--- config.mk ---
export PLATFORM = sky130hd
export DESIGN_NAME = rk4_ode_stepper_top
export DESIGN_NICKNAME = d
export VERILOG_FILES = /design/src/design/rk4_pkg.sv /design/src/design/rk4_ode_stepper_top.sv
export SDC_FILE = /design/constraint.sdc
export NUM_CORES = 2
export LEC_CHECK = 0
export BUFFER_PORTS_ARGS = -buffer_cell sky130_fd_sc_hd__buf_4
export CAP_MARGIN = 20
export CORE_UTILIZATION = 30
export CTS_BUF_LIST = sky130_fd_sc_hd__clkbuf_4 sky130_fd_sc_hd__clkbuf_8 sky130_fd_sc_hd__clkbuf_16
export DETAILED_ROUTE_END_ITERATION = 10
export SLEW_MARGIN = 20
export SYNTH_ARGS = -nofsm -noshare
export SYNTH_HDL_FRONTEND = slang
export SYNTH_SLANG_ARGS = --single-unit
--- constraint.sdc ---
create_clock -name clk -period 9.8 [get_ports clk]
set_input_delay 0.49 -clock clk [delete_from_list [all_inputs] [get_ports clk]]
set_output_delay 0.49 -clock clk [all_outputs]
set_load 0.02 [all_outputs]
--- src/design/rk4_pkg.sv ---
// rk4 ode stepper package: microcode word, program rom, saturation helper
`default_nettype none

package rk4_pkg;

  localparam int unsigned PC_W = 4;

  localparam logic [PC_W-1:0] PC_FIRST = 4'd0;
  localparam logic [PC_W-1:0] PC_DIV   = 4'd13;
  localparam logic [PC_W-1:0] PC_DONE  = 4'd15;

  localparam logic [2:0] OP_F     = 3'd0;
  localparam logic [2:0] OP_MUL   = 3'd1;
  localparam logic [2:0] OP_RND   = 3'd2;
  localparam logic [2:0] OP_SUM   = 3'd3;
  localparam logic [2:0] OP_DIV   = 3'd4;
  localparam logic [2:0] OP_APPLY = 3'd5;
  localparam logic [2:0] OP_DONE  = 3'd6;

  localparam logic [1:0] XS_CUR = 2'd0;
  localparam logic [1:0] XS_MID = 2'd1;
  localparam logic [1:0] XS_END = 2'd2;

  localparam logic [1:0] YS_NONE = 2'd0;
  localparam logic [1:0] YS_K1H  = 2'd1;
  localparam logic [1:0] YS_K2H  = 2'd2;
  localparam logic [1:0] YS_K3   = 2'd3;

  localparam logic [1:0] KS_K1 = 2'd0;
  localparam logic [1:0] KS_K2 = 2'd1;
  localparam logic [1:0] KS_K3 = 2'd2;
  localparam logic [1:0] KS_K4 = 2'd3;

  localparam logic CMD_LOAD = 1'b0;
  localparam logic CMD_STEP = 1'b1;

  localparam logic [1:0] REG_STEP_H   = 2'd0;
  localparam logic [1:0] REG_TARGET_X = 2'd1;

  // divide by six, one 9-bit digit per cycle
  localparam int unsigned DIG_W   = 9;
  localparam int unsigned NUM_W   = 36;
  localparam logic [1:0]  DIG_LAST = 2'd3;
  localparam logic [11:0] DIV6_M  = 12'd2731;
  localparam int unsigned DIV6_SH = 14;

  localparam logic signed [63:0] WMAX = 64'sd2147483647;
  localparam logic signed [63:0] WMIN = -64'sd2147483648;

  typedef struct packed {
    logic [2:0]      op;
    logic [1:0]      xsel;
    logic [1:0]      ysel;
    logic [1:0]      ksel;
    logic            loop;
    logic [PC_W-1:0] target;
  } ucode_t;

  function automatic ucode_t uc_word(input logic [2:0] op, input logic [1:0] xsel,
                                     input logic [1:0] ysel, input logic [1:0] ksel);
    ucode_t w;
    w        = '0;
    w.op     = op;
    w.xsel   = xsel;
    w.ysel   = ysel;
    w.ksel   = ksel;
    return w;
  endfunction

  function automatic ucode_t ucode_rom(input logic [PC_W-1:0] pc);
    ucode_t w;
    case (pc)
      4'd0:  w = uc_word(OP_F,   XS_CUR, YS_NONE, KS_K1);
      4'd1:  w = uc_word(OP_MUL, XS_CUR, YS_NONE, KS_K1);
      4'd2:  w = uc_word(OP_RND, XS_CUR, YS_NONE, KS_K1);
      4'd3:  w = uc_word(OP_F,   XS_MID, YS_K1H,  KS_K2);
      4'd4:  w = uc_word(OP_MUL, XS_MID, YS_K1H,  KS_K2);
      4'd5:  w = uc_word(OP_RND, XS_MID, YS_K1H,  KS_K2);
      4'd6:  w = uc_word(OP_F,   XS_MID, YS_K2H,  KS_K3);
      4'd7:  w = uc_word(OP_MUL, XS_MID, YS_K2H,  KS_K3);
      4'd8:  w = uc_word(OP_RND, XS_MID, YS_K2H,  KS_K3);
      4'd9:  w = uc_word(OP_F,   XS_END, YS_K3,   KS_K4);
      4'd10: w = uc_word(OP_MUL, XS_END, YS_K3,   KS_K4);
      4'd11: w = uc_word(OP_RND, XS_END, YS_K3,   KS_K4);
      4'd12: w = uc_word(OP_SUM, XS_CUR, YS_NONE, KS_K1);
      4'd13: begin
        w        = uc_word(OP_DIV, XS_CUR, YS_NONE, KS_K1);
        w.loop   = 1'b1;
        w.target = PC_DIV;
      end
      4'd14: w = uc_word(OP_APPLY, XS_CUR, YS_NONE, KS_K1);
      default: w = uc_word(OP_DONE, XS_CUR, YS_NONE, KS_K1);
    endcase
    return w;
  endfunction

  // bit 32 is the clamp flag, bits 31:0 the clamped word
  function automatic logic [32:0] sat32(input logic signed [63:0] v);
    logic [32:0] r;
    if (v > WMAX) begin
      r = {1'b1, WMAX[31:0]};
    end else if (v < WMIN) begin
      r = {1'b1, WMIN[31:0]};
    end else begin
      r = {1'b0, v[31:0]};
    end
    return r;
  endfunction

endpackage

`default_nettype wire

--- src/design/rk4_ode_stepper_top.sv ---
// rk4 ode stepper top level: microcoded rk4 step of dy/dx = 3x + y/2 in fixed point
`default_nettype none

// One item at a time. A load item (tuser = 0) sets the point and returns it through the
// handoff step. A step item (tuser = 1) runs the 16-word program: each slope takes the
// operand form, multiply, and round and clamp steps on the one shared 32x32 multiplier,
// then come the weighted sum, the divide by six at one 9-bit digit per cycle, the point
// update and the handoff of the result; no new item is taken before that handoff.
// The next item is taken once the result has moved into the output register,
// even if the sink has not yet taken it; a result still waiting there holds the hand
// off. Configuration writes are always taken and must only be issued while the block is
// idle.
module rk4_ode_stepper_top #(
  parameter int unsigned FRAC_BITS = 16
) (
  input  wire logic         clk,
  input  wire logic         rst_n,
  input  wire logic         in_tvalid,
  output logic              in_tready,
  input  wire logic [63:0]  in_tdata,   // start_x, start_y
  input  wire logic [0:0]   in_tuser,   // cmd
  output logic              out_tvalid,
  input  wire logic         out_tready,
  output logic [191:0]      out_tdata,  // point_x, point_y, slope_one..slope_four
  output logic [1:0]        out_tuser,  // reached, saturated
  input  wire logic         cfg_valid,
  output logic              cfg_ready,
  input  wire logic [1:0]   cfg_index,
  input  wire logic [31:0]  cfg_data
);

  localparam logic signed [63:0] RND_ADD = 64'sd1 <<< (FRAC_BITS - 1);

  logic                         busy_r;
  logic [rk4_pkg::PC_W-1:0]     pc_r;
  rk4_pkg::ucode_t              uc;

  logic [30:0]                  step_h_r;
  logic signed [31:0]           target_r;
  logic signed [31:0]           cur_x_r;
  logic signed [31:0]           cur_y_r;
  logic signed [31:0]           xm_r;
  logic signed [31:0]           xe_r;
  logic signed [31:0]           f_r;
  logic signed [63:0]           prod_r;
  logic signed [31:0]           k1_r;
  logic signed [31:0]           k2_r;
  logic signed [31:0]           k3_r;
  logic signed [31:0]           k4_r;
  logic                         sat_r;
  logic [rk4_pkg::NUM_W-1:0]    num_r;
  logic [rk4_pkg::NUM_W-1:0]    quo_r;
  logic [2:0]                   rem_r;
  logic                         neg_r;
  logic [1:0]                   cnt_r;
  logic                         out_valid_r;
  logic [191:0]                 out_data_r;
  logic [1:0]                   out_user_r;

  logic                         in_fire;
  logic                         done_fire;
  logic signed [63:0]           h64;
  logic signed [63:0]           x64;
  logic signed [63:0]           y64;
  logic [32:0]                  xm_nxt;
  logic [32:0]                  xe_nxt;
  logic signed [31:0]           xarg;
  logic signed [63:0]           xarg64;
  logic signed [63:0]           yadd;
  logic [32:0]                  yarg_s;
  logic signed [63:0]           yarg64;
  logic [32:0]                  f_nxt;
  logic signed [31:0]           h_s;
  logic signed [63:0]           prod_nxt;
  logic [32:0]                  k_nxt;
  logic signed [63:0]           ksum;
  logic signed [63:0]           kabs;
  logic signed [63:0]           num_nxt;
  logic [11:0]                  dig_v;
  logic [23:0]                  dig_prod;
  logic [rk4_pkg::DIG_W-1:0]    dig_q;
  logic [11:0]                  dig_six;
  logic [11:0]                  dig_rem;
  logic signed [63:0]           q64;
  logic [32:0]                  y_nxt;

  assign uc = rk4_pkg::ucode_rom(pc_r);

  assign in_tready  = !busy_r;
  assign in_fire    = in_tvalid && in_tready;
  assign done_fire  = busy_r && (uc.op == rk4_pkg::OP_DONE) && (!out_valid_r || out_tready);
  assign cfg_ready  = 1'b1;
  assign out_tvalid = out_valid_r;
  assign out_tdata  = out_data_r;
  assign out_tuser  = out_user_r;

  // operand forming
  assign h64    = signed'({33'd0, step_h_r});
  assign x64    = 64'(cur_x_r);
  assign y64    = 64'(cur_y_r);
  assign xm_nxt = rk4_pkg::sat32(x64 + (h64 >>> 1));
  assign xe_nxt = rk4_pkg::sat32(x64 + h64);

  always_comb begin
    case (uc.xsel)
      rk4_pkg::XS_MID: xarg = xm_r;
      rk4_pkg::XS_END: xarg = xe_r;
      default:         xarg = cur_x_r;
    endcase
    case (uc.ysel)
      rk4_pkg::YS_K1H: yadd = 64'(k1_r) >>> 1;
      rk4_pkg::YS_K2H: yadd = 64'(k2_r) >>> 1;
      rk4_pkg::YS_K3:  yadd = 64'(k3_r);
      default:         yadd = 64'sd0;
    endcase
  end

  assign xarg64 = 64'(xarg);
  assign yarg_s = rk4_pkg::sat32(y64 + yadd);
  assign yarg64 = 64'(signed'(yarg_s[31:0]));
  assign f_nxt  = rk4_pkg::sat32((xarg64 <<< 1) + xarg64 + (yarg64 >>> 1));

  // shared multiplier and rounding
  assign h_s      = signed'({1'b0, step_h_r});
  assign prod_nxt = 64'(h_s) * 64'(f_r);
  assign k_nxt    = rk4_pkg::sat32((prod_r + RND_ADD) >>> FRAC_BITS);

  // weighted sum, magnitude plus three for round half away from zero
  assign ksum    = 64'(k1_r) + (64'(k2_r) <<< 1) + (64'(k3_r) <<< 1) + 64'(k4_r);
  assign kabs    = (ksum < 0) ? -ksum : ksum;
  assign num_nxt = kabs + 64'sd3;

  // one quotient digit of the divide by six
  assign dig_v    = {rem_r, num_r[rk4_pkg::NUM_W-1 -: rk4_pkg::DIG_W]};
  assign dig_prod = {12'd0, dig_v} * {12'd0, rk4_pkg::DIV6_M};
  assign dig_q    = dig_prod[rk4_pkg::DIV6_SH +: rk4_pkg::DIG_W];
  assign dig_six  = ({3'd0, dig_q} << 2) + ({3'd0, dig_q} << 1);
  assign dig_rem  = dig_v - dig_six;

  assign q64   = neg_r ? -signed'({28'd0, quo_r}) : signed'({28'd0, quo_r});
  assign y_nxt = rk4_pkg::sat32(y64 + q64);

  always_ff @(posedge clk) begin
    if (!rst_n) begin
      busy_r      <= 1'b0;
      pc_r        <= rk4_pkg::PC_FIRST;
      out_valid_r <= 1'b0;
      step_h_r    <= 31'd6554;
      target_r    <= 32'sd65536;
      cur_x_r     <= '0;
      cur_y_r     <= '0;
    end else begin
      if (cfg_valid && cfg_ready) begin
        case (cfg_index)
          rk4_pkg::REG_STEP_H:   step_h_r <= cfg_data[30:0];
          rk4_pkg::REG_TARGET_X: target_r <= signed'(cfg_data);
          default: ;
        endcase
      end

      if (done_fire) begin
        out_valid_r <= 1'b1;
        out_data_r  <= {k4_r, k3_r, k2_r, k1_r, cur_y_r, cur_x_r};
        out_user_r  <= {sat_r, cur_x_r >= target_r};
        busy_r      <= 1'b0;
      end else if (out_valid_r && out_tready) begin
        out_valid_r <= 1'b0;
      end

      if (in_fire) begin
        busy_r <= 1'b1;
        if (in_tuser[0] == rk4_pkg::CMD_LOAD) begin
          cur_x_r <= signed'(in_tdata[31:0]);
          cur_y_r <= signed'(in_tdata[63:32]);
          k1_r    <= '0;
          k2_r    <= '0;
          k3_r    <= '0;
          k4_r    <= '0;
          sat_r   <= 1'b0;
          pc_r    <= rk4_pkg::PC_DONE;
        end else begin
          xm_r  <= signed'(xm_nxt[31:0]);
          xe_r  <= signed'(xe_nxt[31:0]);
          sat_r <= xm_nxt[32] | xe_nxt[32];
          pc_r  <= rk4_pkg::PC_FIRST;
        end
      end else if (busy_r) begin
        case (uc.op)
          rk4_pkg::OP_F: begin
            f_r   <= signed'(f_nxt[31:0]);
            sat_r <= sat_r | yarg_s[32] | f_nxt[32];
          end
          rk4_pkg::OP_MUL: begin
            prod_r <= prod_nxt;
          end
          rk4_pkg::OP_RND: begin
            sat_r <= sat_r | k_nxt[32];
            case (uc.ksel)
              rk4_pkg::KS_K1: k1_r <= signed'(k_nxt[31:0]);
              rk4_pkg::KS_K2: k2_r <= signed'(k_nxt[31:0]);
              rk4_pkg::KS_K3: k3_r <= signed'(k_nxt[31:0]);
              default:        k4_r <= signed'(k_nxt[31:0]);
            endcase
          end
          rk4_pkg::OP_SUM: begin
            num_r <= num_nxt[rk4_pkg::NUM_W-1:0];
            neg_r <= ksum < 0;
            rem_r <= 3'd0;
            quo_r <= '0;
            cnt_r <= rk4_pkg::DIG_LAST;
          end
          rk4_pkg::OP_DIV: begin
            num_r <= num_r << rk4_pkg::DIG_W;
            quo_r <= {quo_r[rk4_pkg::NUM_W-rk4_pkg::DIG_W-1:0], dig_q};
            rem_r <= dig_rem[2:0];
            cnt_r <= cnt_r - 2'd1;
          end
          rk4_pkg::OP_APPLY: begin
            cur_y_r <= signed'(y_nxt[31:0]);
            cur_x_r <= xe_r;
            sat_r   <= sat_r | y_nxt[32];
          end
          default: ;
        endcase

        if (uc.op != rk4_pkg::OP_DONE) begin
          if (uc.loop && (cnt_r != 2'd0)) begin
            pc_r <= uc.target;
          end else begin
            pc_r <= pc_r + 4'd1;
          end
        end
      end
    end
  end

  a_accept_starts: assert property (@(posedge clk) disable iff (!rst_n)
    in_tvalid && in_tready |=> busy_r && !in_tready)
    else $error("accepted item did not start the sequencer");

  a_result_from_done: assert property (@(posedge clk) disable iff (!rst_n)
    $rose(out_valid_r) |-> $past(busy_r) && $past(pc_r) == rk4_pkg::PC_DONE)
    else $error("result appeared without the handoff step");

  a_div_loop_bound: assert property (@(posedge clk) disable iff (!rst_n)
    busy_r && pc_r == rk4_pkg::PC_DIV && cnt_r == 2'd0 |=> pc_r != rk4_pkg::PC_DIV)
    else $error("divide loop ran past its last digit");

endmodule

`default_nettype wire

## Yosys cells after proc, flatten, opt, wreduce, memory -nomap -nowiden

Memories as Yosys holds them, arrays and structs flattened. A register that Yosys moved wholly into a read port is not among the register bits.
Cells that the tools add are included.

| operators by class | value |
|---|---|
| bitwise operators | 6 |
| mux-type cells | 60 |
| reduce and logical (&&, ||, !) cells | 39 |
| multiply operators | 2 |
| $lt $le $gt $ge | 14 |
| equal/unequal tests | 17 |
| add/subtract/negate cells | 17 |

Operators by type and width:

| operator | count |
|---|---|
| 32-bit 2-to-1 mux | 25 |
| 33-bit 2-to-1 mux | 12 |
| 64-bit one-hot mux with 3 select lines | 1 |
| 36-bit one-hot mux with 2 select lines | 2 |
| 32-bit by 64-bit adder with 64-bit output | 2 |
| 64-bit by 32-bit greater-than comparator with 1-bit output (second input constant) | 2 |
| 64-bit by 32-bit less-than comparator with 1-bit output (second input constant) | 2 |
| 33-bit by 32-bit greater-than comparator with 1-bit output (second input constant) | 2 |
| 33-bit by 32-bit less-than comparator with 1-bit output (second input constant) | 2 |
| 64-bit by 17-bit adder with 64-bit output (second input constant) | 1 |
| 32-bit by 32-bit multiplier with 64-bit output | 1 |
| 64-bit 2-to-1 mux | 1 |
| 36-bit negator with 64-bit output | 1 |
| 32-bit one-hot mux with 2 select lines | 1 |
| 48-bit by 32-bit greater-than comparator with 1-bit output (second input constant) | 1 |
| 48-bit by 32-bit less-than comparator with 1-bit output (second input constant) | 1 |
| 35-bit by 32-bit adder with 36-bit output | 1 |
| 36-bit by 3-bit adder with 36-bit output (second input constant) | 1 |
| 36-bit by 1-bit less-than comparator with 1-bit output (second input constant) | 1 |
| 36-bit 2-to-1 mux | 1 |
| 36-bit negator | 1 |
| 34-bit by 31-bit adder with 35-bit output | 1 |
| 34-bit by 33-bit adder with 35-bit output | 1 |
| 35-bit by 32-bit greater-than comparator with 1-bit output (second input constant) | 1 |
| other kinds (38) | 90 |

| storage, ports and cells | value |
|---|---|
| memories kept | 1 |
| bits of input ports | 104 |
| flip-flop bits (word level) | 694 |
| logic and storage cells | 179 |
| bits in read-only memories | 208 |

Memory list:

| name | depth | width | read ports | clocked after memory_dff | write ports | line | RTL |
|---|---|---|---|---|---|---|---|
| (name not given) | 16 | 13 | 1 | 1 | 0 | rk4_pkg.sv:72 | `case (pc)` |

## Logic depth before layout (Yosys ltp)

| depth | value |
|---|---|
| word-level depth | 14 |
| gate-level depth with buffers | 42 |
| depth with buffers taken out | 39 |

## Worst setup path before layout

Ideal clock, no wire load.

| timing path | value |
|---|---|
| path type | register to register |
| from | register uc[7] (netlist name) |
| to | register f_r[16] (data pin) |
| data required time | 9.527 ns |
| setup slack | 0.704 ns |
| cell stages (with the launch flop) | 38 |
| arrival time | 8.823 ns |
| library setup time | 0.273 ns |
| path through | dfxtp_1 clkbuf_1 buf_1 mux2_2 a22o_1 ha_1 a2111oi_0 a21oi_1 o21a_1 o2111ai_1 nand3_1 a31oi_1 o21ai_0 a221oi_1 o21bai_1 a221o_1 o31a_1 clkbuf_1 [2 not listed] inv_1 ha_1 fa_1 a21o_1 a21oi_1 o21bai_1 a21oi_1 a211o_1 a21oi_1 a211o_1 a21oi_1 o21a_1 o21ai_0 a221oi_1 xnor2_1 o21ai_0 clkbuf_1 o21ai_0 |

| on the way | value |
|---|---|
| longest elaborated chain between the ends | 9 |
| elaborated cells on any way between the ends | 13 |

Ends and longest elaborated chain:

| item | line | RTL |
|---|---|---|
| 2-bit == test or 2-bit by 1-bit == test with 1-bit output (tied branches) | rk4_ode_stepper_top.sv:110 | `case (uc.ysel)` |
| 64-bit one-hot mux with 3 select lines (*) | rk4_ode_stepper_top.sv:110 |  |
| 32-bit by 64-bit adder with 64-bit output (*) | rk4_ode_stepper_top.sv:119 | `assign yarg_s = rk4_pkg::sat32(y64 + yadd);` |
| 64-bit by 32-bit less-than comparator with 1-bit output | rk4_pkg.sv:102 | `end else if (v < WMIN) begin` |
| 33-bit 2-to-1 mux | rk4_pkg.sv:102 |  |
| 33-bit 2-to-1 mux (*) | rk4_pkg.sv:100 | `if (v > WMAX) begin` |
| 34-bit by 31-bit adder with 35-bit output (*) | rk4_ode_stepper_top.sv:121 | `assign f_nxt = rk4_pkg::sat32((xarg64 <<< 1) + xarg64 + (yarg64 >>> 1));` |
| 35-bit by 32-bit less-than comparator with 1-bit output | rk4_pkg.sv:102 |  |
| 33-bit 2-to-1 mux | rk4_pkg.sv:102 |  |
| to (signal assigned) | rk4_ode_stepper_top.sv:190 | `f_r <= signed'(f_nxt[31:0]);` |
| to (decl) | rk4_ode_stepper_top.sv:44 | `logic signed [31:0] f_r;` |

Every way passes the cells marked *; elsewhere a longest branch is shown, timed or not.
A chain may end at the register's enable or synchronous reset.

## Final worst setup path

| timing path | value |
|---|---|
| from | register uc[7] (netlist name) |
| to | register sat_r (data pin) |

| on the way | value |
|---|---|
| longest elaborated chain between the ends | 14 |
| elaborated cells on any way between the ends | 19 |

Ends and longest elaborated chain:

| item | line | RTL |
|---|---|---|
| 2-bit == test or 2-bit by 1-bit == test with 1-bit output (tied branches) | rk4_ode_stepper_top.sv:110 |  |
| 64-bit one-hot mux with 3 select lines (*) | rk4_ode_stepper_top.sv:110 |  |
| 32-bit by 64-bit adder with 64-bit output (*) | rk4_ode_stepper_top.sv:119 |  |
| 64-bit by 32-bit less-than comparator with 1-bit output | rk4_pkg.sv:102 |  |
| 33-bit 2-to-1 mux | rk4_pkg.sv:102 |  |
| 33-bit 2-to-1 mux (*) | rk4_pkg.sv:100 |  |
| 34-bit by 31-bit adder with 35-bit output | rk4_ode_stepper_top.sv:121 |  |
| 35-bit by 32-bit less-than comparator with 1-bit output | rk4_pkg.sv:102 |  |
| 33-bit 2-to-1 mux | rk4_pkg.sv:102 |  |
| 33-bit 2-to-1 mux | rk4_pkg.sv:100 |  |
| 1-bit OR (*) | rk4_ode_stepper_top.sv:191 | `sat_r <= sat_r \| yarg_s[32] \| f_nxt[32];` |
| 1-bit one-hot mux with 3 select lines (*) | rk4_ode_stepper_top.sv:188 | `case (uc.op)` |
| 1-bit 2-to-1 mux (*) | rk4_ode_stepper_top.sv:187 | `end else if (busy_r) begin` |
| 1-bit 2-to-1 mux (*) | rk4_ode_stepper_top.sv:170 | `if (in_fire) begin` |
| to (signal assigned) | rk4_ode_stepper_top.sv:184 | `sat_r <= xm_nxt[32] \| xe_nxt[32];` |
| to (signal assigned) | rk4_ode_stepper_top.sv:191 |  |
| to (signal assigned) | rk4_ode_stepper_top.sv:197 | `sat_r <= sat_r \| k_nxt[32];` |
| to (decl) | rk4_ode_stepper_top.sv:50 | `logic sat_r;` |

Every way passes the cells marked *; elsewhere a longest branch is shown, timed or not. The select of a mux whose other input is x is not followed.

==> flow_summary.yaml <==
run:
  max-cap-violations: 0
worst_setup_path:
  critical_path.most_common_cell: "a21oi_1"
  reg2reg_slack_ps: 450
  cp.required_ps: 10220
  cp_slowest_cell: "fa_1"
  startpoint_type: "flop"
  ff2ff_path_depth: 39
  critPathKind: "reg2reg"
  arrival_ps: 9770
  critPathMaxFanout: 19
  critPathMaxStageDelay_ps: 480
  crit_path_end_kind: "flop"
clock_network:
  clk_path_buf_depth: 3
  insertion_delay_ps: 730
  clock-sinks: 687
  root_buffer: "clkbuf_16"
  htreeDepth: 3
  cts_buffers: 78
  clkTransAtPathRegs_ps: 70
  cts_tree: "built"
synthesis:
  syn_inst: 8235
  yosysUniqueCellTypes: 104
  syn_nets: 9990
  netlist_top_cells_area: "fa_1 (26%), edfxtp_1 (21%), ha_1 (10%), inv_1 (5.9%), nand2_1 (5.8%)"
  synth-seq-area-share_pct: 24.6
  syn_avg_cell_area_sq_um: 9.50
  synth_seq_cells: 687
  yosysTopAreaCell: "fa_1"
  netlist_area_sq_um: 78200
  synth_top_area_share_pct: 25.8
  synthFlopType: "edfxtp_1"
  synthArstFlopShare_pct: 0
  synth-edff-count: 546
  ys_warn_count: 0
die:
  design.core.area_sq_um: 259000
  die_y_microns: 513
  ios: 301
  die-area_sq_um: 263000
  die_x_microns: 513
  start_util_pct: 30.1
  rows: 187
grt:
  grt_max_degree: 84
  grt_pass1_vias: 63500
  grt_overflow: 0
  grt_use_total_pct: 20.0
  grt_pass1_wl_microns: 400000
  antenna_found_initial: 24
status:
  status: "finished, final reports clean"
routing:
  drt_drc_violations_left: 0
  finalWirelength_microns: 265000
  vias: 61300
  routedWlPerCell_microns: 22.2
  ant_nets: 0
  dr.first_iter.drc_count: 4773
  drt_first_pass_iters: 6
  vias_per_cell: 5.14
layout:
  fin_cells: 11900
  fin_util_pct: 33.9
  nNetsFinal: 10200
  drive_above_1_share_pct: 9.29
  syn2layout_area_growth_pct: 12.5
timing:
  setup_viol: 0
  min_period_ps: 9350
  tns_ps: 0
  slew-limit-headroom_pct: 24.4
  worst_pin_slew_ps: 1130
  min_period_over_period_pct: 95.4
  skew_ps: 77.7
  rsz0062_at_grt: "no"
  maxSlewViolCount: 0
  hold_viol: 0
  fmax_ghz: 0.107
worst_hold_path:
  holdPathStages: 3
  min_path_type: "in2reg"
power_and_ir_drop:
  power_leakage_nw: 40.0
  power.density_nw_per_um2: 338
  ir_drop_mv: 0.916
placed_design:
  io_buffer_count: 299
  dp_hpwl_microns: 214000
  routabilityCongestion: 0.943
  placedCellCount: 11800
placed cells by master (no fill, tap or decap), types with 32 or more instances in the layout:
cell,count
nor2b_1,52
mux2_2,33
nor2_1,270
o21a_1,87
a21boi_0,70
a21oi_1,295
nand3_1,136
edfxtp_1,546
a211oi_1,44
and3_1,61
dfxtp_1,138
xnor2_1,234
o211a_1,38
a22o_1,32
buf_4,497
nand2_1,1203
nand2b_1,87
clkbuf_16,78
a21o_1,165
xor2_1,126
ha_1,643
and2_1,320
a31oi_1,41
a22oi_1,38
fa_1,1008
inv_1,1220
nand4_1,43
or3_1,36
nor3_1,74
o21ai_0,350
o31ai_1,43
stage by stage:
step	hold WS (ps)	area, sq um	worst slack (ps)	total power, W
finish	44.4	88000	452	0.0297
global route	39.5	88000	38.5	0.0323
CTS	2.37	87900	25.6	0.0299
detailed placement	462	85100	-108	0.0267
global placement	457	85100	-156	0.0259
floorplan	426	78200	704	0.0184
state kept, by name, indices dropped and copies added (netlist names):
name and flops:
pc_r 4, neg_r 1, prod_r 49, k3_r 32, out_tuser 2, num_r 36
k4_r 32, out_tvalid 1, k1_r 32, busy_r 1, target_r 32, xm_r 32
sat_r 1, cnt_r 2, cur_x_r 32, xe_r 32, rem_r 3, step_h_r 31
k2_r 32, cur_y_r 32, quo_r 36, out_tdata 192, f_r 32, uc 8
cells by family (layout without fill, tap and decap cells):
kind of cell | Yosys count | count (layout) | synth area share [%]
XOR/XNOR | 364 | 364 | 4.09
multiplexers | 43 | 43 | 0.603
adder cells (fa/ha/maj) | 1651 | 1651 | 36.1
buffers and inverters | 1609 | 1887 | 7.74
AO/OA/AOI/OAI | 1452 | 1452 | 12.3
other | 1 | 13 | 0.00479
AND/OR/NAND/NOR | 2428 | 2428 | 14.6
flip-flops | 687 | 687 | 24.6
what timing repair did:
item | 4_1_cts | 5_1_grt
setup buffers | 0 | 2
pin swaps | 0 | 3
resized for setup | 4 | 24
endpoints found under the hold margin | 8 | 0
gates cloned | 0 | 0
hold buffers | 8 | 0
endpoints found under the setup margin | 32 | 32
cell usage after synthesis, types with 13 or more instances:
| cell type | count |
|---|---|
| a2111oi_0 | 13 |
| a211oi_1 | 44 |
| a21boi_0 | 70 |
| a21o_1 | 166 |
| a21oi_1 | 300 |
| a22o_1 | 32 |
| a22oi_1 | 39 |
| a31oi_1 | 45 |
| and2_1 | 321 |
| and3_1 | 62 |
| and4_1 | 13 |
| clkbuf_1 | 370 |
| dfxtp_1 | 141 |
| edfxtp_1 | 546 |
| fa_1 | 1008 |
| ha_1 | 643 |
| inv_1 | 1220 |
| mux2_2 | 33 |
| nand2_1 | 1204 |
| nand2b_1 | 87 |
| nand3_1 | 136 |
| nand4_1 | 43 |
| nor2_1 | 273 |
| nor2b_1 | 54 |
| nor3_1 | 76 |
| nor4_1 | 30 |
| o211a_1 | 38 |
| o211ai_1 | 26 |
| o21a_1 | 87 |
| o21ai_0 | 362 |
| o21bai_1 | 32 |
| o31ai_1 | 45 |
| or2_2 | 18 |
| or3_1 | 36 |
| or4_1 | 13 |
| xnor2_1 | 237 |
| xor2_1 | 126 |
critical path, delay by kind of cell, from the launching register on:
kind | cells | cell delay (ps)
AOI/OAI and AO/OA | 25 | 5210
xor gates and xnor gates | 1 | 180
adders and majority gates | 5 | 1890
buffers and inverters | 2 | 290
DFF | 1 | 450
muxes | 1 | 370
and+or+nand+nor | 5 | 660
metal layers:
metal / routed length (microns) / part of all wire, % / GRT usage [%]
met5: 94 / 0.035 / 0
met4: 12900 / 4.9 / 8.99
met3: 18500 / 7.0 / 3.47
met2: 125000 / 47 / 33.1
met1: 109000 / 41 / 25.5
path summary, 6_finish.rpt:
check	from	end
hold reg to reg	target_r[15]$_SDFFE_PN0P_	target_r[15]$_SDFFE_PN0P_
setup / recovery	uc[7]$_DFF_P_	sat_r$_DFFE_PP_
hold / removal	cfg_data[2]	step_h_r[2]$_SDFFE_PN0P_
setup reg to reg	uc[7]$_DFF_P_	sat_r$_DFFE_PP_
where the power goes:
part / internal [W] / switching, W
Sequential: 0.00412 / 0.000257
Clock: 0.00170 / 0.00134
Combinational: 0.00839 / 0.0139
layout make-up:
cell class	instances	area, sq um
clock buffers	92	2070
fillers	26300	171000
inverters	1223	4590
multi-input cells	5939	53200
well taps	3402	4260
flip-flops and latches	687	19200
repair buffers	522	4110
diodes	12	30.0
clock inverters	50	552
Note: power is estimated with default switching activity, not from simulation.
